<file path="src/rtl/s5h_pkg.sv">
// Shared types, codes and constants of the SOCKS5 server handshake block.
package s5h_pkg;

    localparam int unsigned MAX_HOST_LEN = 256;

    localparam logic [31:0] BIND_ADDRESS_RESET = 32'h7F00_0001;
    localparam logic [15:0] LISTEN_PORT_RESET  = 16'd1080;

    localparam logic [7:0] SOCKS_VERSION  = 8'h05;
    localparam logic [7:0] METHOD_NO_AUTH = 8'h00;
    localparam logic [7:0] METHOD_REJECT  = 8'hFF;
    localparam logic [7:0] CMD_CONNECT    = 8'h01;
    localparam logic [7:0] ATYP_IPV4      = 8'h01;
    localparam logic [7:0] ATYP_DOMAIN    = 8'h03;
    localparam logic [7:0] RSV_BYTE       = 8'h00;
    localparam logic [7:0] REP_SUCCEEDED  = 8'h00;
    localparam logic [7:0] REP_BAD_CMD    = 8'h07;
    localparam logic [7:0] REP_BAD_ATYP   = 8'h08;

    localparam logic [1:0] KIND_REPLY  = 2'd0;
    localparam logic [1:0] KIND_ADDR   = 2'd1;
    localparam logic [1:0] KIND_FINISH = 2'd2;

    localparam logic [2:0] OC_OK          = 3'd0;
    localparam logic [2:0] OC_BAD_GVER    = 3'd1;
    localparam logic [2:0] OC_NO_METHODS  = 3'd2;
    localparam logic [2:0] OC_NO_ACCEPT   = 3'd3;
    localparam logic [2:0] OC_BAD_RVER    = 3'd4;
    localparam logic [2:0] OC_BAD_CMD     = 3'd5;
    localparam logic [2:0] OC_BAD_ATYP    = 3'd6;
    localparam logic [2:0] OC_BAD_DOMLEN  = 3'd7;

    localparam logic [2:0] OP_ADDR   = 3'd0;
    localparam logic [2:0] OP_FINISH = 3'd1;
    localparam logic [2:0] OP_SELECT = 3'd2;
    localparam logic [2:0] OP_REJECT = 3'd3;
    localparam logic [2:0] OP_ERROR  = 3'd4;
    localparam logic [2:0] OP_OK     = 3'd5;

    localparam logic [3:0] REPLY_LEN = 4'd10;

    typedef struct packed {
        logic [2:0]  op;
        logic [7:0]  data;
        logic        addr_type;
        logic [15:0] port;
        logic [2:0]  outcome;
    } cmd_t;

    typedef struct packed {
        logic [1:0]  out_kind;
        logic [7:0]  out_byte;
        logic        addr_type;
        logic [15:0] dest_port;
        logic [2:0]  outcome;
        logic        last;
    } item_t;

endpackage

</file>
<file path="src/rtl/s5h_if.sv">
// Valid/ready channel interfaces for client bytes and result items.
interface s5h_in_if;
    logic       valid;
    logic       ready;
    logic [7:0] rx_byte;

    modport source (output valid, output rx_byte, input ready);
    modport sink (input valid, input rx_byte, output ready);
endinterface

interface s5h_out_if;
    logic        valid;
    logic        ready;
    logic [1:0]  out_kind;
    logic [7:0]  out_byte;
    logic        addr_type;
    logic [15:0] dest_port;
    logic [2:0]  outcome;
    logic        last;

    modport source (output valid, output out_kind, output out_byte, output addr_type,
                    output dest_port, output outcome, output last, input ready);
    modport sink (input valid, input out_kind, input out_byte, input addr_type,
                  input dest_port, input outcome, input last, output ready);
endinterface

</file>
<file path="src/rtl/s5h_front.sv">
// Front end: accepts client bytes, tracks the handshake phase and issues commands.
module s5h_front #(
    parameter int unsigned MAX_HOST_LEN = s5h_pkg::MAX_HOST_LEN
) (
    input  logic            clk,
    input  logic            rst_n,
    s5h_in_if.sink          rx,
    input  logic            q_ready,
    output logic            push,
    output s5h_pkg::cmd_t   push_cmd
);

    localparam logic [3:0] PH_GVER  = 4'd0;
    localparam logic [3:0] PH_GNM   = 4'd1;
    localparam logic [3:0] PH_METH  = 4'd2;
    localparam logic [3:0] PH_RVER  = 4'd3;
    localparam logic [3:0] PH_RCMD  = 4'd4;
    localparam logic [3:0] PH_RRSV  = 4'd5;
    localparam logic [3:0] PH_RATYP = 4'd6;
    localparam logic [3:0] PH_IPV4  = 4'd7;
    localparam logic [3:0] PH_DLEN  = 4'd8;
    localparam logic [3:0] PH_DOM   = 4'd9;
    localparam logic [3:0] PH_PHI   = 4'd10;
    localparam logic [3:0] PH_PLO   = 4'd11;

    localparam logic [8:0] HOST_LIMIT = 9'(MAX_HOST_LEN - 1);
    localparam logic [7:0] IPV4_LEN   = 8'd4;
    localparam logic [7:0] ERR_NONE   = 8'd0;
    localparam logic [7:0] ERR_RVER   = 8'({5'd0, s5h_pkg::OC_BAD_RVER});
    localparam logic [7:0] ERR_CMD    = 8'({5'd0, s5h_pkg::OC_BAD_CMD});

    logic [3:0] phase_reg, phase_next;
    logic [7:0] byte_count_reg, byte_count_next;
    logic [7:0] method_count_reg, method_count_next;
    logic       no_auth_reg, no_auth_next;
    logic       addr_kind_reg, addr_kind_next;
    logic [7:0] dom_len_reg, dom_len_next;
    logic [7:0] port_high_reg, port_high_next;

    logic       accept;
    logic       go_idle;
    logic [7:0] b;
    logic [7:0] count_inc;

    assign rx.ready  = q_ready;
    assign accept    = rx.valid && q_ready;
    assign b         = rx.rx_byte;
    assign count_inc = byte_count_reg + 8'd1;

    always_comb
    begin
        phase_next        = phase_reg;
        byte_count_next   = byte_count_reg;
        method_count_next = method_count_reg;
        no_auth_next      = no_auth_reg;
        addr_kind_next    = addr_kind_reg;
        dom_len_next      = dom_len_reg;
        port_high_next    = port_high_reg;
        go_idle           = 1'b0;
        push              = 1'b0;
        push_cmd          = '0;
        if (accept)
        begin
            case (phase_reg)
                PH_GNM:
                begin
                    if (b == 8'd0)
                    begin
                        push             = 1'b1;
                        push_cmd.op      = s5h_pkg::OP_FINISH;
                        push_cmd.outcome = s5h_pkg::OC_NO_METHODS;
                        go_idle          = 1'b1;
                    end
                    else
                    begin
                        method_count_next = b;
                        byte_count_next   = 8'd0;
                        no_auth_next      = 1'b0;
                        phase_next        = PH_METH;
                    end
                end
                PH_METH:
                begin
                    no_auth_next    = no_auth_reg || (b == s5h_pkg::METHOD_NO_AUTH);
                    byte_count_next = count_inc;
                    if (count_inc == method_count_reg)
                    begin
                        push = 1'b1;
                        if (no_auth_next)
                        begin
                            push_cmd.op       = s5h_pkg::OP_SELECT;
                            push_cmd.data     = s5h_pkg::METHOD_NO_AUTH;
                            method_count_next = ERR_NONE;
                            phase_next        = PH_RVER;
                        end
                        else
                        begin
                            push_cmd.op      = s5h_pkg::OP_REJECT;
                            push_cmd.data    = s5h_pkg::METHOD_REJECT;
                            push_cmd.outcome = s5h_pkg::OC_NO_ACCEPT;
                            go_idle          = 1'b1;
                        end
                    end
                end
                PH_RVER:
                begin
                    method_count_next = (b != s5h_pkg::SOCKS_VERSION) ? ERR_RVER : ERR_NONE;
                    phase_next        = PH_RCMD;
                end
                PH_RCMD:
                begin
                    if (method_count_reg == ERR_NONE && b != s5h_pkg::CMD_CONNECT)
                    begin
                        method_count_next = ERR_CMD;
                    end
                    phase_next = PH_RRSV;
                end
                PH_RRSV:
                begin
                    phase_next = PH_RATYP;
                end
                PH_RATYP:
                begin
                    if (method_count_reg == ERR_RVER)
                    begin
                        push             = 1'b1;
                        push_cmd.op      = s5h_pkg::OP_FINISH;
                        push_cmd.outcome = s5h_pkg::OC_BAD_RVER;
                        go_idle          = 1'b1;
                    end
                    else if (method_count_reg == ERR_CMD)
                    begin
                        push             = 1'b1;
                        push_cmd.op      = s5h_pkg::OP_ERROR;
                        push_cmd.data    = s5h_pkg::REP_BAD_CMD;
                        push_cmd.outcome = s5h_pkg::OC_BAD_CMD;
                        go_idle          = 1'b1;
                    end
                    else
                    begin
                        byte_count_next = 8'd0;
                        if (b == s5h_pkg::ATYP_IPV4)
                        begin
                            addr_kind_next = 1'b0;
                            phase_next     = PH_IPV4;
                        end
                        else if (b == s5h_pkg::ATYP_DOMAIN)
                        begin
                            addr_kind_next = 1'b1;
                            phase_next     = PH_DLEN;
                        end
                        else
                        begin
                            push             = 1'b1;
                            push_cmd.op      = s5h_pkg::OP_ERROR;
                            push_cmd.data    = s5h_pkg::REP_BAD_ATYP;
                            push_cmd.outcome = s5h_pkg::OC_BAD_ATYP;
                            go_idle          = 1'b1;
                        end
                    end
                end
                PH_IPV4:
                begin
                    push               = 1'b1;
                    push_cmd.op        = s5h_pkg::OP_ADDR;
                    push_cmd.data      = b;
                    push_cmd.addr_type = 1'b0;
                    byte_count_next    = count_inc;
                    if (count_inc >= IPV4_LEN)
                    begin
                        phase_next = PH_PHI;
                    end
                end
                PH_DLEN:
                begin
                    if (b == 8'd0 || {1'b0, b} >= HOST_LIMIT)
                    begin
                        push             = 1'b1;
                        push_cmd.op      = s5h_pkg::OP_FINISH;
                        push_cmd.outcome = s5h_pkg::OC_BAD_DOMLEN;
                        go_idle          = 1'b1;
                    end
                    else
                    begin
                        dom_len_next    = b;
                        byte_count_next = 8'd0;
                        phase_next      = PH_DOM;
                    end
                end
                PH_DOM:
                begin
                    push               = 1'b1;
                    push_cmd.op        = s5h_pkg::OP_ADDR;
                    push_cmd.data      = b;
                    push_cmd.addr_type = 1'b1;
                    byte_count_next    = count_inc;
                    if (count_inc >= dom_len_reg)
                    begin
                        phase_next = PH_PHI;
                    end
                end
                PH_PHI:
                begin
                    port_high_next = b;
                    phase_next     = PH_PLO;
                end
                PH_PLO:
                begin
                    push               = 1'b1;
                    push_cmd.op        = s5h_pkg::OP_OK;
                    push_cmd.data      = s5h_pkg::REP_SUCCEEDED;
                    push_cmd.addr_type = addr_kind_reg;
                    push_cmd.port      = {port_high_reg, b};
                    push_cmd.outcome   = s5h_pkg::OC_OK;
                    go_idle            = 1'b1;
                end
                default:
                begin
                    if (b != s5h_pkg::SOCKS_VERSION)
                    begin
                        push             = 1'b1;
                        push_cmd.op      = s5h_pkg::OP_FINISH;
                        push_cmd.outcome = s5h_pkg::OC_BAD_GVER;
                        go_idle          = 1'b1;
                    end
                    else
                    begin
                        phase_next = PH_GNM;
                    end
                end
            endcase
            if (go_idle)
            begin
                phase_next        = PH_GVER;
                byte_count_next   = 8'd0;
                method_count_next = 8'd0;
                no_auth_next      = 1'b0;
                addr_kind_next    = 1'b0;
                dom_len_next      = 8'd0;
                port_high_next    = 8'd0;
            end
        end
    end

    always_ff @(posedge clk or negedge rst_n)
    begin
        if (!rst_n)
        begin
            phase_reg        <= PH_GVER;
            byte_count_reg   <= 8'd0;
            method_count_reg <= 8'd0;
            no_auth_reg      <= 1'b0;
            addr_kind_reg    <= 1'b0;
            dom_len_reg      <= 8'd0;
            port_high_reg    <= 8'd0;
        end
        else
        begin
            phase_reg        <= phase_next;
            byte_count_reg   <= byte_count_next;
            method_count_reg <= method_count_next;
            no_auth_reg      <= no_auth_next;
            addr_kind_reg    <= addr_kind_next;
            dom_len_reg      <= dom_len_next;
            port_high_reg    <= port_high_next;
        end
    end

endmodule

</file>
<file path="src/rtl/s5h_queue.sv">
// Two-entry command queue between the front end and the result sequencer.
module s5h_queue (
    input  logic            clk,
    input  logic            rst_n,
    input  logic            push,
    input  s5h_pkg::cmd_t   push_cmd,
    input  logic            pop,
    output logic            full,
    output logic            empty,
    output s5h_pkg::cmd_t   head
);

    s5h_pkg::cmd_t entry_reg [2];
    logic          wr_ptr_reg, wr_ptr_next;
    logic          rd_ptr_reg, rd_ptr_next;
    logic [1:0]    count_reg, count_next;

    assign full  = (count_reg == 2'd2);
    assign empty = (count_reg == 2'd0);
    assign head  = entry_reg[rd_ptr_reg];

    always_comb
    begin
        wr_ptr_next = push ? ~wr_ptr_reg : wr_ptr_reg;
        rd_ptr_next = pop ? ~rd_ptr_reg : rd_ptr_reg;
        count_next  = count_reg + {1'b0, push} - {1'b0, pop};
    end

    always_ff @(posedge clk or negedge rst_n)
    begin
        if (!rst_n)
        begin
            wr_ptr_reg <= 1'b0;
            rd_ptr_reg <= 1'b0;
            count_reg  <= 2'd0;
        end
        else
        begin
            wr_ptr_reg <= wr_ptr_next;
            rd_ptr_reg <= rd_ptr_next;
            count_reg  <= count_next;
        end
    end

    always_ff @(posedge clk)
    begin
        if (push)
        begin
            entry_reg[wr_ptr_reg] <= push_cmd;
        end
    end

endmodule

</file>
<file path="src/rtl/s5h_back.sv">
// Back end: expands queued commands into result items, one per cycle while tx.ready is high.
module s5h_back (
    input  logic            clk,
    input  logic            rst_n,
    input  logic            head_valid,
    input  s5h_pkg::cmd_t   head,
    input  logic [31:0]     bind_address,
    input  logic [15:0]     listen_port,
    output logic            pop,
    s5h_out_if.source       tx
);

    logic                 valid_reg, valid_next;
    s5h_pkg::item_t       item_reg;
    s5h_pkg::item_t       item;
    logic [3:0]           idx_reg, idx_next;
    logic [3:0]           last_idx;
    logic                 load;
    logic [31:0]          addr_src;
    logic [15:0]          port_src;

    assign load = !valid_reg || tx.ready;
    assign pop  = load && head_valid && (idx_reg == last_idx);

    always_comb
    begin
        case (head.op)
            s5h_pkg::OP_SELECT: last_idx = 4'd1;
            s5h_pkg::OP_REJECT: last_idx = 4'd2;
            s5h_pkg::OP_ERROR:  last_idx = s5h_pkg::REPLY_LEN;
            s5h_pkg::OP_OK:     last_idx = s5h_pkg::REPLY_LEN;
            default:            last_idx = 4'd0;
        endcase
    end

    always_comb
    begin
        addr_src = (head.op == s5h_pkg::OP_OK) ? bind_address : 32'd0;
        port_src = (head.op == s5h_pkg::OP_OK) ? listen_port : 16'd0;
        item          = '0;
        item.out_kind = s5h_pkg::KIND_REPLY;
        item.last     = (idx_reg == last_idx);
        case (head.op)
            s5h_pkg::OP_ADDR:
            begin
                item.out_kind  = s5h_pkg::KIND_ADDR;
                item.out_byte  = head.data;
                item.addr_type = head.addr_type;
            end
            s5h_pkg::OP_SELECT:
            begin
                item.out_byte = (idx_reg == 4'd0) ? s5h_pkg::SOCKS_VERSION : head.data;
            end
            s5h_pkg::OP_REJECT:
            begin
                case (idx_reg)
                    4'd0:    item.out_byte = s5h_pkg::SOCKS_VERSION;
                    4'd1:    item.out_byte = head.data;
                    default: item.out_kind = s5h_pkg::KIND_FINISH;
                endcase
            end
            s5h_pkg::OP_ERROR, s5h_pkg::OP_OK:
            begin
                case (idx_reg)
                    4'd0:    item.out_byte = s5h_pkg::SOCKS_VERSION;
                    4'd1:    item.out_byte = head.data;
                    4'd2:    item.out_byte = s5h_pkg::RSV_BYTE;
                    4'd3:    item.out_byte = s5h_pkg::ATYP_IPV4;
                    4'd4:    item.out_byte = addr_src[31:24];
                    4'd5:    item.out_byte = addr_src[23:16];
                    4'd6:    item.out_byte = addr_src[15:8];
                    4'd7:    item.out_byte = addr_src[7:0];
                    4'd8:    item.out_byte = port_src[15:8];
                    4'd9:    item.out_byte = port_src[7:0];
                    default: item.out_kind = s5h_pkg::KIND_FINISH;
                endcase
            end
            default:
            begin
                item.out_kind = s5h_pkg::KIND_FINISH;
            end
        endcase
        if (item.out_kind == s5h_pkg::KIND_FINISH)
        begin
            item.out_byte  = 8'd0;
            item.addr_type = head.addr_type;
            item.dest_port = head.port;
            item.outcome   = head.outcome;
        end
    end

    always_comb
    begin
        valid_next = valid_reg;
        idx_next   = idx_reg;
        if (load)
        begin
            valid_next = head_valid;
            if (head_valid)
            begin
                idx_next = pop ? 4'd0 : idx_reg + 4'd1;
            end
        end
    end

    always_ff @(posedge clk or negedge rst_n)
    begin
        if (!rst_n)
        begin
            valid_reg <= 1'b0;
            idx_reg   <= 4'd0;
        end
        else
        begin
            valid_reg <= valid_next;
            idx_reg   <= idx_next;
        end
    end

    always_ff @(posedge clk)
    begin
        if (load && head_valid)
        begin
            item_reg <= item;
        end
    end

    assign tx.valid     = valid_reg;
    assign tx.out_kind  = item_reg.out_kind;
    assign tx.out_byte  = item_reg.out_byte;
    assign tx.addr_type = item_reg.addr_type;
    assign tx.dest_port = item_reg.dest_port;
    assign tx.outcome   = item_reg.outcome;
    assign tx.last      = item_reg.last;

endmodule

</file>
<file path="src/rtl/socks5_server_handshake.sv">
// Top level of the SOCKS5 server handshake block.
//
// Client bytes enter on the rx channel, one item per byte, under valid/ready.
// Results leave on the tx channel: reply bytes for the client, target address
// bytes, and a finish item with the outcome code; the last item caused by a
// byte carries last. The cfg port writes bind_address (index 0) and
// listen_port (index 1) for the success reply; write it only while idle.
// A byte is accepted whenever the two-entry command queue has room, so bytes
// that cause at most one result flow at one per cycle while tx.ready is high.
// The first result of a byte passes the command queue and the item register
// before it appears on tx. The result sequencer emits one item per cycle
// while tx.ready is high; this output rate sets the throughput.
// Reset returns the parser to waiting for a greeting, empties the queue and
// restores the register defaults 127.0.0.1 and 1080. When the receiver holds
// tx.ready low, the current item stays on tx, the queue fills, and rx.ready
// falls once both queue entries are taken.
module socks5_server_handshake #(
    parameter int unsigned MAX_HOST_LEN = s5h_pkg::MAX_HOST_LEN
) (
    input  logic        clk,
    input  logic        rst_n,
    s5h_in_if.sink      rx,
    s5h_out_if.source   tx,
    input  logic        cfg_we,
    input  logic        cfg_index,
    input  logic [31:0] cfg_data
);

    localparam logic CFG_BIND_ADDRESS = 1'b0;
    localparam logic CFG_LISTEN_PORT  = 1'b1;

    logic [31:0]   bind_address_reg;
    logic [15:0]   listen_port_reg;
    logic          q_push;
    s5h_pkg::cmd_t q_push_cmd;
    logic          q_pop;
    logic          q_full;
    logic          q_empty;
    s5h_pkg::cmd_t q_head;

    always_ff @(posedge clk or negedge rst_n)
    begin
        if (!rst_n)
        begin
            bind_address_reg <= s5h_pkg::BIND_ADDRESS_RESET;
            listen_port_reg  <= s5h_pkg::LISTEN_PORT_RESET;
        end
        else if (cfg_we)
        begin
            case (cfg_index)
                CFG_BIND_ADDRESS: bind_address_reg <= cfg_data;
                CFG_LISTEN_PORT:  listen_port_reg  <= cfg_data[15:0];
                default:          bind_address_reg <= bind_address_reg;
            endcase
        end
    end

    s5h_front #(
        .MAX_HOST_LEN (MAX_HOST_LEN)
    ) u_front (
        .clk      (clk),
        .rst_n    (rst_n),
        .rx       (rx),
        .q_ready  (!q_full),
        .push     (q_push),
        .push_cmd (q_push_cmd)
    );

    s5h_queue u_queue (
        .clk      (clk),
        .rst_n    (rst_n),
        .push     (q_push),
        .push_cmd (q_push_cmd),
        .pop      (q_pop),
        .full     (q_full),
        .empty    (q_empty),
        .head     (q_head)
    );

    s5h_back u_back (
        .clk          (clk),
        .rst_n        (rst_n),
        .head_valid   (!q_empty),
        .head         (q_head),
        .bind_address (bind_address_reg),
        .listen_port  (listen_port_reg),
        .pop          (q_pop),
        .tx           (tx)
    );

    a_no_push_full: assert property (@(posedge clk) disable iff (!rst_n)
        q_push |-> !q_full || q_pop)
        else $error("Command pushed into a full queue.");

    a_no_pop_empty: assert property (@(posedge clk) disable iff (!rst_n)
        q_pop |-> !q_empty)
        else $error("Command popped from an empty queue.");

    a_finish_last: assert property (@(posedge clk) disable iff (!rst_n)
        tx.valid && tx.out_kind == s5h_pkg::KIND_FINISH |-> tx.last)
        else $error("Finish item is not the last item of its byte.");

    a_outcome_only_on_finish: assert property (@(posedge clk) disable iff (!rst_n)
        tx.valid && tx.out_kind != s5h_pkg::KIND_FINISH |-> tx.outcome == s5h_pkg::OC_OK)
        else $error("Outcome code set on an item that is not a finish.");

endmodule

</file>
<file path="src/flat_wrapper.sv">
// flat-port wrapper written by rule: the top's interface ports become plain ports
module socks5_server_handshake_flat 
#(
    parameter int unsigned MAX_HOST_LEN = s5h_pkg::MAX_HOST_LEN
)
  (clk, rst_n, cfg_we, cfg_index, cfg_data, rx_valid, rx_rx_byte, rx_ready, tx_valid, tx_out_kind, tx_out_byte, tx_addr_type, tx_dest_port, tx_outcome, tx_last, tx_ready);
  s5h_in_if rx_i ();
  s5h_out_if tx_i ();
  input  logic clk;
  input  logic rst_n;
  input  logic cfg_we;
  input  logic cfg_index;
  input  logic [31:0] cfg_data;
  input wire logic [$bits(rx_i.valid)-1:0] rx_valid;
  input wire logic [$bits(rx_i.rx_byte)-1:0] rx_rx_byte;
  output wire logic [$bits(rx_i.ready)-1:0] rx_ready;
  output wire logic [$bits(tx_i.valid)-1:0] tx_valid;
  output wire logic [$bits(tx_i.out_kind)-1:0] tx_out_kind;
  output wire logic [$bits(tx_i.out_byte)-1:0] tx_out_byte;
  output wire logic [$bits(tx_i.addr_type)-1:0] tx_addr_type;
  output wire logic [$bits(tx_i.dest_port)-1:0] tx_dest_port;
  output wire logic [$bits(tx_i.outcome)-1:0] tx_outcome;
  output wire logic [$bits(tx_i.last)-1:0] tx_last;
  input wire logic [$bits(tx_i.ready)-1:0] tx_ready;
  assign rx_i.valid = rx_valid;
  assign rx_i.rx_byte = rx_rx_byte;
  assign rx_ready = rx_i.ready;
  assign tx_valid = tx_i.valid;
  assign tx_out_kind = tx_i.out_kind;
  assign tx_out_byte = tx_i.out_byte;
  assign tx_addr_type = tx_i.addr_type;
  assign tx_dest_port = tx_i.dest_port;
  assign tx_outcome = tx_i.outcome;
  assign tx_last = tx_i.last;
  assign tx_i.ready = tx_ready;
  socks5_server_handshake #(.MAX_HOST_LEN(MAX_HOST_LEN)) u_core (.clk(clk), .rst_n(rst_n), .rx(rx_i), .tx(tx_i), .cfg_we(cfg_we), .cfg_index(cfg_index), .cfg_data(cfg_data));
endmodule
</file>
<file path="config.mk">
export PLATFORM = sky130hd
export DESIGN_NAME = socks5_server_handshake_flat
export DESIGN_NICKNAME = d
export VERILOG_FILES = /design/src/rtl/s5h_pkg.sv /design/src/rtl/s5h_if.sv /design/src/rtl/s5h_front.sv /design/src/rtl/s5h_queue.sv /design/src/rtl/s5h_back.sv /design/src/rtl/socks5_server_handshake.sv /design/src/flat_wrapper.sv
export SDC_FILE = /design/constraint.sdc
export NUM_CORES = 1
export LEC_CHECK = 0
export ABC_CLOCK_PERIOD_IN_PS = 4000
export BUFFER_PORTS_ARGS = -buffer_cell sky130_fd_sc_hd__buf_4
export CORE_MARGIN = 4
export CORE_UTILIZATION = 34
export DETAILED_ROUTE_END_ITERATION = 6
export PLACE_DENSITY = 0.51
export SLEW_MARGIN = 20
export SYNTH_ARGS = -nofsm -noshare
export SYNTH_HDL_FRONTEND = slang
export SYNTH_HIERARCHICAL = 1
export SYNTH_SLANG_ARGS = --single-unit
export TNS_END_PERCENT = 100
</file>
<file path="constraint.sdc">
create_clock -name clk -period 4 [get_ports clk]
set_input_delay 0.2 -clock clk [delete_from_list [all_inputs] [get_ports clk]]
set_output_delay 0.2 -clock clk [all_outputs]
set_load 0.01 [all_outputs]
</file>
# After elaboration in Yosys (flattened, before gate mapping)
# Memory sizes are Yosys's and may differ from the RTL's.
# Cells that the tools add are included.
[totals]
regBits = 126
ram_bits = 62
inputBits = 46
out_inout_bits = 33
elab_cells = 215
mem_count = 1
[memory_table]
columns = ["name", "depth", "width", "read_ports", "rd_clocked_by_memory_dff", "write_ports", "line_no", "text"]
rows = [
  ["u_core.u_queue.entry_reg", 2, 31, 1, 0, 1, "s5h_queue.sv:13", "s5h_pkg::cmd_t entry_reg [2];"],
]
[classes]
add_sub_neg = 4
order_cmp = 3
eq_ne = 49
mux = 93
bitwise = 4
n_reduce_logical = 41
[ops]
columns = ["operator", "count"]
rows = [
  ["$mux 8", 17],
  ["$pmux 8 s4", 3],
  ["$pmux 8 s9", 1],
  ["$mux 4", 13],
  ["$mux 11", 4],
  ["$pmux 4 s11", 1],
  ["$eq 4x3->1 const B", 8],
  ["$mux 16", 2],
  ["$mux 32", 1],
  ["$mux 31", 1],
  ["$ne 3x3->1 const B", 9],
  ["$mux 1", 26],
  ["$eq 4x4->1 const B", 6],
  ["$pmux 8 s3", 1],
  ["$mux 3", 7],
  ["$mux 20", 1],
  ["$pmux 3 s6", 1],
  ["$eq 4x2->1 const B", 4],
  ["$eq 8x3->1 const B", 2],
  ["$logic_not 8->1", 2],
  ["$pmux 8 s2", 1],
  ["$pmux 3 s5", 1],
  ["$ne 12x1->1 const B", 1],
  ["$pmux 1 s6", 2],
  ["other kinds (46)", 79],
]

# Longest topological paths before layout
# Gate-level depths: netlist of run 1.
[depth]
depth_word = 9
ltp_mapped = 12
mapped_depth_nobuf = 10

# By module
# The synthesis of run 1 kept the hierarchy.
[by_module_without_submodules]
columns = ["mod", "n_inst", "cells_each", "area_per_inst_um2", "seq_area_each_um2"]
rows = [
  ["s5h_front", 1, 377, 3201.8, 950.9],
  ["s5h_queue", 1, 112, 2587.5, 1961.9],
  ["s5h_back", 1, 187, 2089.5, 1056.0],
  ["socks5_server_handshake", 1, 105, 1963.1, 1216.2],
]

# Least setup slack after synthesis of run 1
# No wires, ideal clock.
[synth_timing]
path_type = "flip-flop to flip-flop"
from = "register u_core.u_front.byte_count_reg[0]"
to = "memory u_core/u_queue/entry_reg[0][0] in the netlist's numbering, enable pin"
setup_time_ns = 0.423
t_arrival_ns = 3.603
required_time_ns = 3.577
setup_slack_ns = -0.026
path_stages_with_launch = 9
path_buffers = 0
synth_period_minus_slack_ns = 4.026
path_cell_list = "dfrtp_1 ha_1 xor2_1 o32a_1 o2111ai_1 nor4b_4 a211oi_1 nor2_1 nor2b_1"
[synth_between]
elab_chain_cells = 7
[synth_lines]
columns = ["item", "line_no", "text"]
rows = [
  ["start, declared", "s5h_front.sv:33", "logic [7:0] byte_count_reg, byte_count_next;"],
  ["start signal, assigned", "s5h_front.sv:260", "byte_count_reg <= byte_count_next;"],
  ["$add 8x1->8", "s5h_front.sv:48", "assign count_inc = byte_count_reg + 8'd1;"],
  ["$eq 8x8->1", "s5h_front.sv:86", "if (count_inc == method_count_reg)"],
  ["$mux 1", "s5h_front.sv:86", ""],
  ["$pmux 1 s6", "s5h_front.sv:64", "case (phase_reg)"],
  ["$mux 1", "s5h_front.sv:62", "if (accept)"],
  ["via u_core.q_push", "socks5_server_handshake.sv:34", "logic q_push;"],
  ["$mux 1", "s5h_queue.sv:47", "if (push)"],
  ["$mux 1 (not written as such)", "s5h_queue.sv:49", "entry_reg[wr_ptr_reg] <= push_cmd;"],
  ["end, declared", "s5h_queue.sv:13", ""],
]
# The timed path passes the listed nets, and every way through them passes these cells.

# Worst setup path after layout of run 1
[layout_timing]
from = "register u_core.u_front.byte_count_reg[0]"
to = "memory u_core/u_queue/entry_reg[0][15] in the netlist's numbering, enable pin"
# The elaborated chain is that of the path after synthesis.

==> results of run 1 <==
kinds of logic after synthesis:
| family | Yosys count | synth area share, % |
|---|---|---|
| AOI/OAI and AO/OA | 158 | 11.6 |
| xor gates and xnor gates | 14 | 1.68 |
| adders and majority gates | 16 | 2.03 |
| buffers and inverters | 75 | 4.70 |
| DFF | 188 | 52.7 |
| muxes | 108 | 14.9 |
| and+or+nand+nor | 222 | 12.4 |
cell usage in the layout, fill, tap and decap left out, types with 5 or more instances in the layout:
| cell | n |
|---|---|
| sky130_fd_sc_hd__o21ai_0 | 23 |
| sky130_fd_sc_hd__o22ai_1 | 7 |
| sky130_fd_sc_hd__nor3_1 | 11 |
| sky130_fd_sc_hd__inv_1 | 30 |
| sky130_fd_sc_hd__mux2i_1 | 11 |
| sky130_fd_sc_hd__and2_1 | 47 |
| sky130_fd_sc_hd__nand2b_1 | 12 |
| sky130_fd_sc_hd__o2bb2ai_1 | 9 |
| sky130_fd_sc_hd__ha_1 | 16 |
| sky130_fd_sc_hd__nor2_1 | 31 |
| sky130_fd_sc_hd__nand2_1 | 52 |
| sky130_fd_sc_hd__nor2b_1 | 10 |
| sky130_fd_sc_hd__mux2_4 | 70 |
| sky130_fd_sc_hd__dlygate4sd3_1 | 33 |
| sky130_fd_sc_hd__a31oi_1 | 12 |
| sky130_fd_sc_hd__xor2_1 | 7 |
| sky130_fd_sc_hd__edfxtp_1 | 93 |
| sky130_fd_sc_hd__nand3_1 | 18 |
| sky130_fd_sc_hd__buf_4 | 91 |
| sky130_fd_sc_hd__dfstp_2 | 12 |
| sky130_fd_sc_hd__mux2_1 | 7 |
| sky130_fd_sc_hd__a22oi_1 | 11 |
| sky130_fd_sc_hd__nor4_1 | 5 |
| sky130_fd_sc_hd__dfrtp_1 | 82 |
| sky130_fd_sc_hd__a22o_1 | 11 |
| sky130_fd_sc_hd__o211ai_1 | 6 |
| sky130_fd_sc_hd__mux2_2 | 20 |
| sky130_fd_sc_hd__and3_1 | 5 |
| sky130_fd_sc_hd__a21oi_1 | 35 |
| sky130_fd_sc_hd__clkbuf_16 | 17 |
layout make-up:
class / instances / area [um^2]
Clock buffer: 17 / 425
Clock inverter: 15 / 161
Fill cell: 2712 / 17000
Inverter: 30 / 113
Multi-Input combinational cell: 518 / 4200
Sequential cell: 188 / 5190
Tap cell: 384 / 480
Timing Repair Buffer: 124 / 1010
worst min-delay path by stage:
| stage | from | to | slack [ps] | cells after the start |
|---|---|---|---|---|
| 3_5_place_dp | rst_n | u_core/bind_address_reg[14] | 350 | 1 |
| 6_report | tx_ready | u_core/u_back/tx.valid | 90 | 3 |
| 4_1_cts | rx_rx_byte[6] | u_core/u_front/method_count_reg[6] | 70 | 3 |
| 3_3_place_gp | rst_n | u_core/bind_address_reg[14] | 360 | 1 |
| 2_1_floorplan | rst_n | u_core/bind_address_reg[10] | -100 | 0 |
| 5_1_grt | rx_rx_byte[6] | u_core/u_front/method_count_reg[6] | 90 | 3 |
per-stage QoR:
| step | worst slack, ps | cell area (um^2) | cells | power [mW] |
|---|---|---|---|---|
| floorplan | 547 | 9840 | 781 | 4.39 |
| global placement | 635 | 10700 | 1211 | 5.02 |
| CTS | 563 | 11600 | 1276 | 6.76 |
| global route | 348 | 11600 | 1276 | 7.04 |
| finish | 546 | 11600 | 1276 | 6.66 |
| detailed placement | 578 | 10700 | 1211 | 5.01 |
worst min-delay path: stages:
cell and delay [ps]:
sky130_fd_sc_hd__buf_4 80, sky130_fd_sc_hd__nand2b_1 140, sky130_fd_sc_hd__nand2b_1 70
routing by layer:
layer / up-vias / share of wire, % / global-route usage, %
met3: 25 / 3.7 / 2.54
met2: 127 / 46 / 22.6
met5: - / 0 / 0
met4: 0 / 1.4 / 4.45
met1: 3187 / 49 / 21.2
li1: 3074 / - / -
power groups by stage:
stage | combinational, mW | sequential [mW] | clock (mW)
floorplan | 1.53 | 2.85 | 0
global placement | 2.18 | 2.84 | 0
detailed placement | 2.17 | 2.84 | 0
CTS | 2.21 | 2.80 | 1.75
global route | 2.36 | 2.84 | 1.84
finish | 2.17 | 2.80 | 1.69
==> impl.org, run 1 <==
** Status
- The flow ran to the end, and the final reports show no timing, DRC or antenna violations.

** Critical path
- The critical path is of the reg -> reg type.
- Crit Path Max Fanout :: 31
- The critical path starts at u_core/u_front/byte_count_reg[0].
- In this run the worst setup path terminates at u_core/u_queue/entry_reg[0][15].
- WP depth :: 9
- Together, buffers and inverters on the worst path number 1.
- In this design, the stage delay of the slowest critical-path cell is 500 ps.
- Data on the critical path is required at its endpoint by between 4000 and 5000 ps.
- The worst setup path is captured at a register.
- The number of cells on the worst reg-to-reg path is 9.
- CP max-delay cell :: sky130_fd_sc_hd__nor4b_4
- Element type at the critical path start :: register
- Cell family with most CP delay :: simple AND/OR/NAND/NOR gates
- Setup slack of the most critical reg-to-reg path :: approximately 550 ps
- Reg-to-reg critical path startpoint :: u_core/u_front/byte_count_reg[0]
- Reg-to-reg endpoint :: u_core/u_queue/entry_reg[0][15]
- At the worst endpoint, the arrival time is around 3500 ps.
- Cells along the critical path :: ha_1 > xor2_1 > o32a_1 > o2111ai_1 > nor4b_4 > a211oi_1 > nor2_1 > nor2b_2 > buf_4

** Yosys
- After synthesis, the mean cell area works out to ~13 um^2.
- In this run, synthesis produced a sequential element count of between 150 and 200.
- Cell area after technology mapping :: roughly 10000 um^2
- The Yosys step of the flow raised 6 warnings.
- The synthesized netlist contains 82 unique library cells.
- Area fraction of the dominant cell type after synthesis :: 28.4%
- Leading cell types by total area after synthesis :: sky130_fd_sc_hd__edfxtp_1 28%, sky130_fd_sc_hd__dfrtp_1 21%, sky130_fd_sc_hd__mux2_4 11%
- The synthesized design spends more area on one cell type than any other, namely sky130_fd_sc_hd__edfxtp_1.
- Synth Instances :: 781
- Count of flip-flops with a built-in enable after synthesis :: 93
- When the netlist entered floorplanning its net count stood at about 840.
- Most used standard cell by instance count after synthesis :: sky130_fd_sc_hd__edfxtp_1
- Fraction of registers with async set/reset :: slightly above 50%
- List of most frequent post-synthesis cells :: 93 x sky130_fd_sc_hd__edfxtp_1, 83 x sky130_fd_sc_hd__dfrtp_1, 70 x sky130_fd_sc_hd__mux2_4
- Sequential cell area fraction in the yosys report :: a little over half
- Leading register cell type out of synthesis :: sky130_fd_sc_hd__edfxtp_1

** Global routing
- After global routing the overflow that remains totals 0.
- The via count of the first global-routing pass came to around 6400.
- The first global-routing pass estimated ~36000 um of wire.
- Entering global routing, the biggest net connects 63 pins.
- The number of antenna violations at the first check in global routing is 0.
- Across every metal layer, demand over resource in global routing totals roughly 15%.

** STA
- For the final routed database, the setup TNS stands at 0 ps.
- Hold is met by just over 90 ps.
- Count of final max-slew check failures :: 0
- Highest clock rate :: approximately 290 MHz
- Setup violations remaining at the end of the flow were counted as 0.
- Setup repair after global routing left no endpoint under its margin.
- Measured slew at the worst slew-check pin :: approximately 1000 ps
- Setup Skew :: between 10 and 15 ps
- Slew headroom :: around a third
- After layout, the minimum clock period comes to 3450 ps.
- Tcrit/Tclk final :: ~86%
- Final Hold Violating Endpoints :: 0

** Power
- Clock power frac :: 25.4%
- Of the total power, combinational logic draws approximately a third.
- Worst vdd ir :: a little under 0.3 mV
- In this run the power density over the cells is roughly 570 nW/um^2.
- Power Internal :: approximately 4.5 mW
- Leak :: about 4.7 nW
- Seq pwr share :: a little over two fifths
- Net switching power :: roughly 2.2 mW
- Fraction of power spent switching nets :: 32.3%

** Clock tree
- In this run the clock root is driven by a sky130_fd_sc_hd__clkbuf_16.
- Clock tree from TritonCTS :: yes
- The clock reaches the later pin of the worst-skew pair after 440 ps.
- TritonCTS created 17 clock buffers.
- Post-CTS setup-driven buffer insertion count :: 0
- Sinks on Clock Net :: 188
- The H-tree generated during clock tree synthesis spans 4 levels.
- Deepest clock path buffer count :: 2
- Cts-stage hold buffer count :: 33
- Clock slew at the register clock pins of the worst setup and hold paths :: 70 ps
- Number of gates resized after CTS :: 0

** Floorplan
- Chip width :: ~180 um
- The floorplan step defined a die boundary enclosing roughly 32000 um^2.
- Initial Util :: 34.4%
- Die height :: about 180 um
- I/O pin cnt :: 79
- The core region is ~29000 um^2.
- Number of rows created at floorplan :: 62

** Place
- The count of buffers added on input and output ports is between 70 and 80.
- The HPWL after detailed placement is approximately 16000 um.
- At the end of routability-driven placement, the weighted congestion stood at just under 0.9.

** Routing
- DRC marker count from the first detailed-route iteration :: roughly 520
- Number of nets still failing antenna checks after routing :: 0
- Number of detailed-route iterations in the first pass :: 5
- Detailed-route DRC error count :: 0
- Via count :: 6413
- Total routed wirelength :: approximately 23000 um
- Avg Vias per Cell :: around 5.0
- DR WL/cell :: about 18 um

** Layout
- Compared with the post-synthesis result, the final layout area differs by 17.7%.
- The register with the most flip-flops in the layout has 62 of them.
- In the final layout, the share of cells above drive strength 1 is 27.2%.
- Total inserted antenna cells :: 0
- After the last flow step, the layout net total stands at around 940.
- Once layout is complete, the utilization of the core stands at 40.5%.

** Run
- Total of max-cap violations :: 0

** Min path
- The worst hold path belongs to the class in -> reg.
No activity file was read; power rests on OpenSTA's default activity.
==> run 2, diff against run 1 <==
BUFFER_PORTS_ARGS = not set   (was -buffer_cell sky130_fd_sc_hd__buf_4)
DONT_BUFFER_PORTS = 1   (was not set)
PLACE_DENSITY = 0.49   (was 0.51)
==> impl.org, run 2 (same netlist as run 1, synthesis figures left out) <==
** Status
- The run finished with clean final reports.

** STA
- Setup repair after global routing left no endpoint under its margin.
- The final number of hold-violating endpoints came to 0.
- Of the available clock period, the critical path in the final layout requires between 80% and 90%.
- Final critical-path required period :: roughly 3400 ps
- Slew headroom :: around 33%
- Setup violations remaining at the end of the flow were counted as 0.
- The max-slew violation count is 0.
- In the post-route analysis, the smallest setup slack over all paths is approximately 570 ps.
- Highest clock rate :: around 290 MHz
- The clock arrives with 13.7 ps of skew.
- Setup Total Neg Slack :: 0 ps
- Measured slew at the worst slew-check pin :: ~1000 ps
- Worst hold-check slack :: between 15 and 20 ps

** Floorplan
- I/O pin cnt :: roughly 80
- Row generation in the floorplan step produced between 60 and 70 rows.
- Die height :: 178 um
- The region available for standard cell placement spans 28600 um^2.
- Chip width :: roughly 180 um
- For this configuration, the core starts out at a cell density of between 30% and 40%.
- DIE AREA :: ~32000 um^2

** Layout
- Final cell count without fillers :: roughly 1200
- Share of post-route cells with drive strength above 1 :: between 20% and 30%
- Leaving out fill and tap cells, the most frequent cell in the layout is sky130_fd_sc_hd__edfxtp_1.
- Flip-flop count of the largest register, all copies and words added :: 62
- Number of nets in the final layout :: approximately 870
- Cells fill about 39% of the core in the end.
- Sequential cell area :: around 5200 um^2
- Relative to the synthesized area, the layout overhead comes to 12.9%.
- Non-Filler Cell Area, Final :: about 11000 um^2
- Top library cells by usage in the layout, fill and taps aside :: 93 x sky130_fd_sc_hd__edfxtp_1, 82 x sky130_fd_sc_hd__dfrtp_1, 70 x sky130_fd_sc_hd__mux2_4
- The layout has approximately 2700 filler cells.
- Multi-input logic area :: roughly 4200 um^2
- Total inserted antenna cells :: 0

** Routing
- DRC marker count from the first detailed-route iteration :: about 440
- Once detail routing completed, the nets flagged for antenna violations numbered 0.
- Via count :: around 6200
- Avg Vias per Cell :: 5.15
- Dividing the detail-routed wire length by the instance count gives 19.4 um.
- For this run, design rule violations remaining after detail routing come to 0.
- Total routed wirelength :: 23400 um
- Number of detailed-route iterations in the first pass :: 5

** Critical path
- Cells on worst reg2reg path :: 9
- The setup path with the least slack is of type reg -> reg.
- The worst setup path is captured at a register.
- The worst setup path is launched from a register.
- STA puts the critical path data required time at 4080 ps.
- Crit Path Max Fanout :: 31
- The worst register-to-register path ends at u_core/u_queue/entry_reg[0][12].
- In this run the critical register-to-register path is launched from u_core/u_front/byte_count_reg[0].
- Setup slack of the most critical reg-to-reg path :: 570 ps
- Arrival time worst endpoint :: between 3000 and 4000 ps

** Run
- Across the run, the number of max-cap violations was 0.

** Global routing
- The number of antenna violations at the first check in global routing is 0.
- The first global-routing pass estimated between 30000 and 40000 um of wire.
- In the global route stage, met2 resource usage came out at 22.9%.
- In this run the most used layer during global routing was met2.
- Total Routing Usage GR :: roughly 15%
- Grt met1 use :: around 21%
- For met3 alone, demand over resource in global routing was under 10%.
- Maximum number of pins on one net before global-route repair :: 96
- Vias in the first global route :: roughly 6300
- Total gr overflow :: 0

** Place
- Once placement completed, the tool counted placed cells totaling 1133.
- At the end of routability-driven placement, the weighted congestion stood at ~0.91.
- Detailed placement ended at an HPWL of 15600 um.
- In this run the cell area measured after placement is between 10000 and 15000 um^2.
- Setup Slack @ Placement :: about 540 ps
- I/O Buffers :: 0

** Clock tree
- Sinks on Clock Net :: ~190
- Number of H-tree levels :: 4
- Buffers inserted during clock tree synthesis total 17.
- Number of gates resized after CTS :: 0
- At the later pin of the worst-skew pair, clock insertion delay measures 430 ps.
- Clock tree from TritonCTS :: yes
- The clock passes through at most 2 buffers.
- Master cell of the clock root buffer :: sky130_fd_sc_hd__clkbuf_16
- Clock slew at the register clock pins of the worst setup and hold paths :: ~80 ps

** Min path
- The tightest min-delay check is of the in -> reg type.
- HP Start :: rx_rx_byte[1]
- Worst hold path depth :: 1
- The path with the worst hold slack has its endpoint at u_core/u_queue/entry_reg[1][4].

** Power
- Total power of the final layout :: roughly 6.4 mW
- In this run the static leakage power is 4.39 nW.
- For this design the ratio of total power to cell area is 574 nW/um^2.
- Worst vdd ir :: about 0.29 mV
[run 2: changes by cell type in the layout (fill, tap and decap cells not counted), sizes merged]
cell / change
buf: -77
bufinv: -1
clkbuf: +3
clkinv: -3
clkinvlp: -3
dlygate4sd3: +9
inv: +4
[run 2: cell type report]
class | instances | area share [%]
sequential | 188 | 46.7
clock buffer | 20 | 4.11
multi-input combinational | 518 | 37.8
tap | 384 | 4.33
clock inverter | 12 | 1.10
timing repair buffer | 56 | 4.91
inverter | 30 | 1.01
[run 2: per-layer routing]
layer,routed length (um),share of wire (%)
met3,1150,4.9
met1,11300,48
met4,400,1.7
met2,10600,45
met5,0,0
[run 2: critical path, cell delays in order (launching register included)]
cell and delay, ps:
sky130_fd_sc_hd__dfrtp_1 470, sky130_fd_sc_hd__ha_1 300, sky130_fd_sc_hd__xor2_1 410, sky130_fd_sc_hd__o32a_1 240, sky130_fd_sc_hd__o2111ai_1 160, sky130_fd_sc_hd__nor4b_4 520, sky130_fd_sc_hd__a211oi_1 140, sky130_fd_sc_hd__nor2_1 250
sky130_fd_sc_hd__nor2b_2 190, sky130_fd_sc_hd__buf_4 370
[run 2: where the power goes]
| part | total (mW) | internal (mW) | switching [mW] |
|---|---|---|---|
| registers | 2.91 | 2.60 | 0.313 |
| clock network | 1.68 | 0.863 | 0.815 |
| logic | 1.79 | 0.816 | 0.971 |
[run 2: timing repair]
action                                 CTS  global route
endpoints found under the hold margin  160             0
setup buffers                            0             0
hold buffers                            43             0
[run 2: worst max-delay path by stage]
stage / slack (ps) / startpoint / cells past startpoint / end
after floorplan: 550 / u_core/u_front/byte_count_reg[0] / 8 / u_core/u_queue/entry_reg[0][0]
after global placement: 620 / u_core/u_front/byte_count_reg[0] / 9 / u_core/u_queue/entry_reg[0][13]
after detailed placement: 540 / u_core/u_front/byte_count_reg[0] / 9 / u_core/u_queue/entry_reg[0][14]
after CTS: 520 / u_core/u_front/byte_count_reg[0] / 9 / u_core/u_queue/entry_reg[0][29]
after global routing: 280 / u_core/u_front/byte_count_reg[0] / 9 / u_core/u_queue/entry_reg[0][17]
final: 570 / u_core/u_front/byte_count_reg[0] / 9 / u_core/u_queue/entry_reg[0][12]
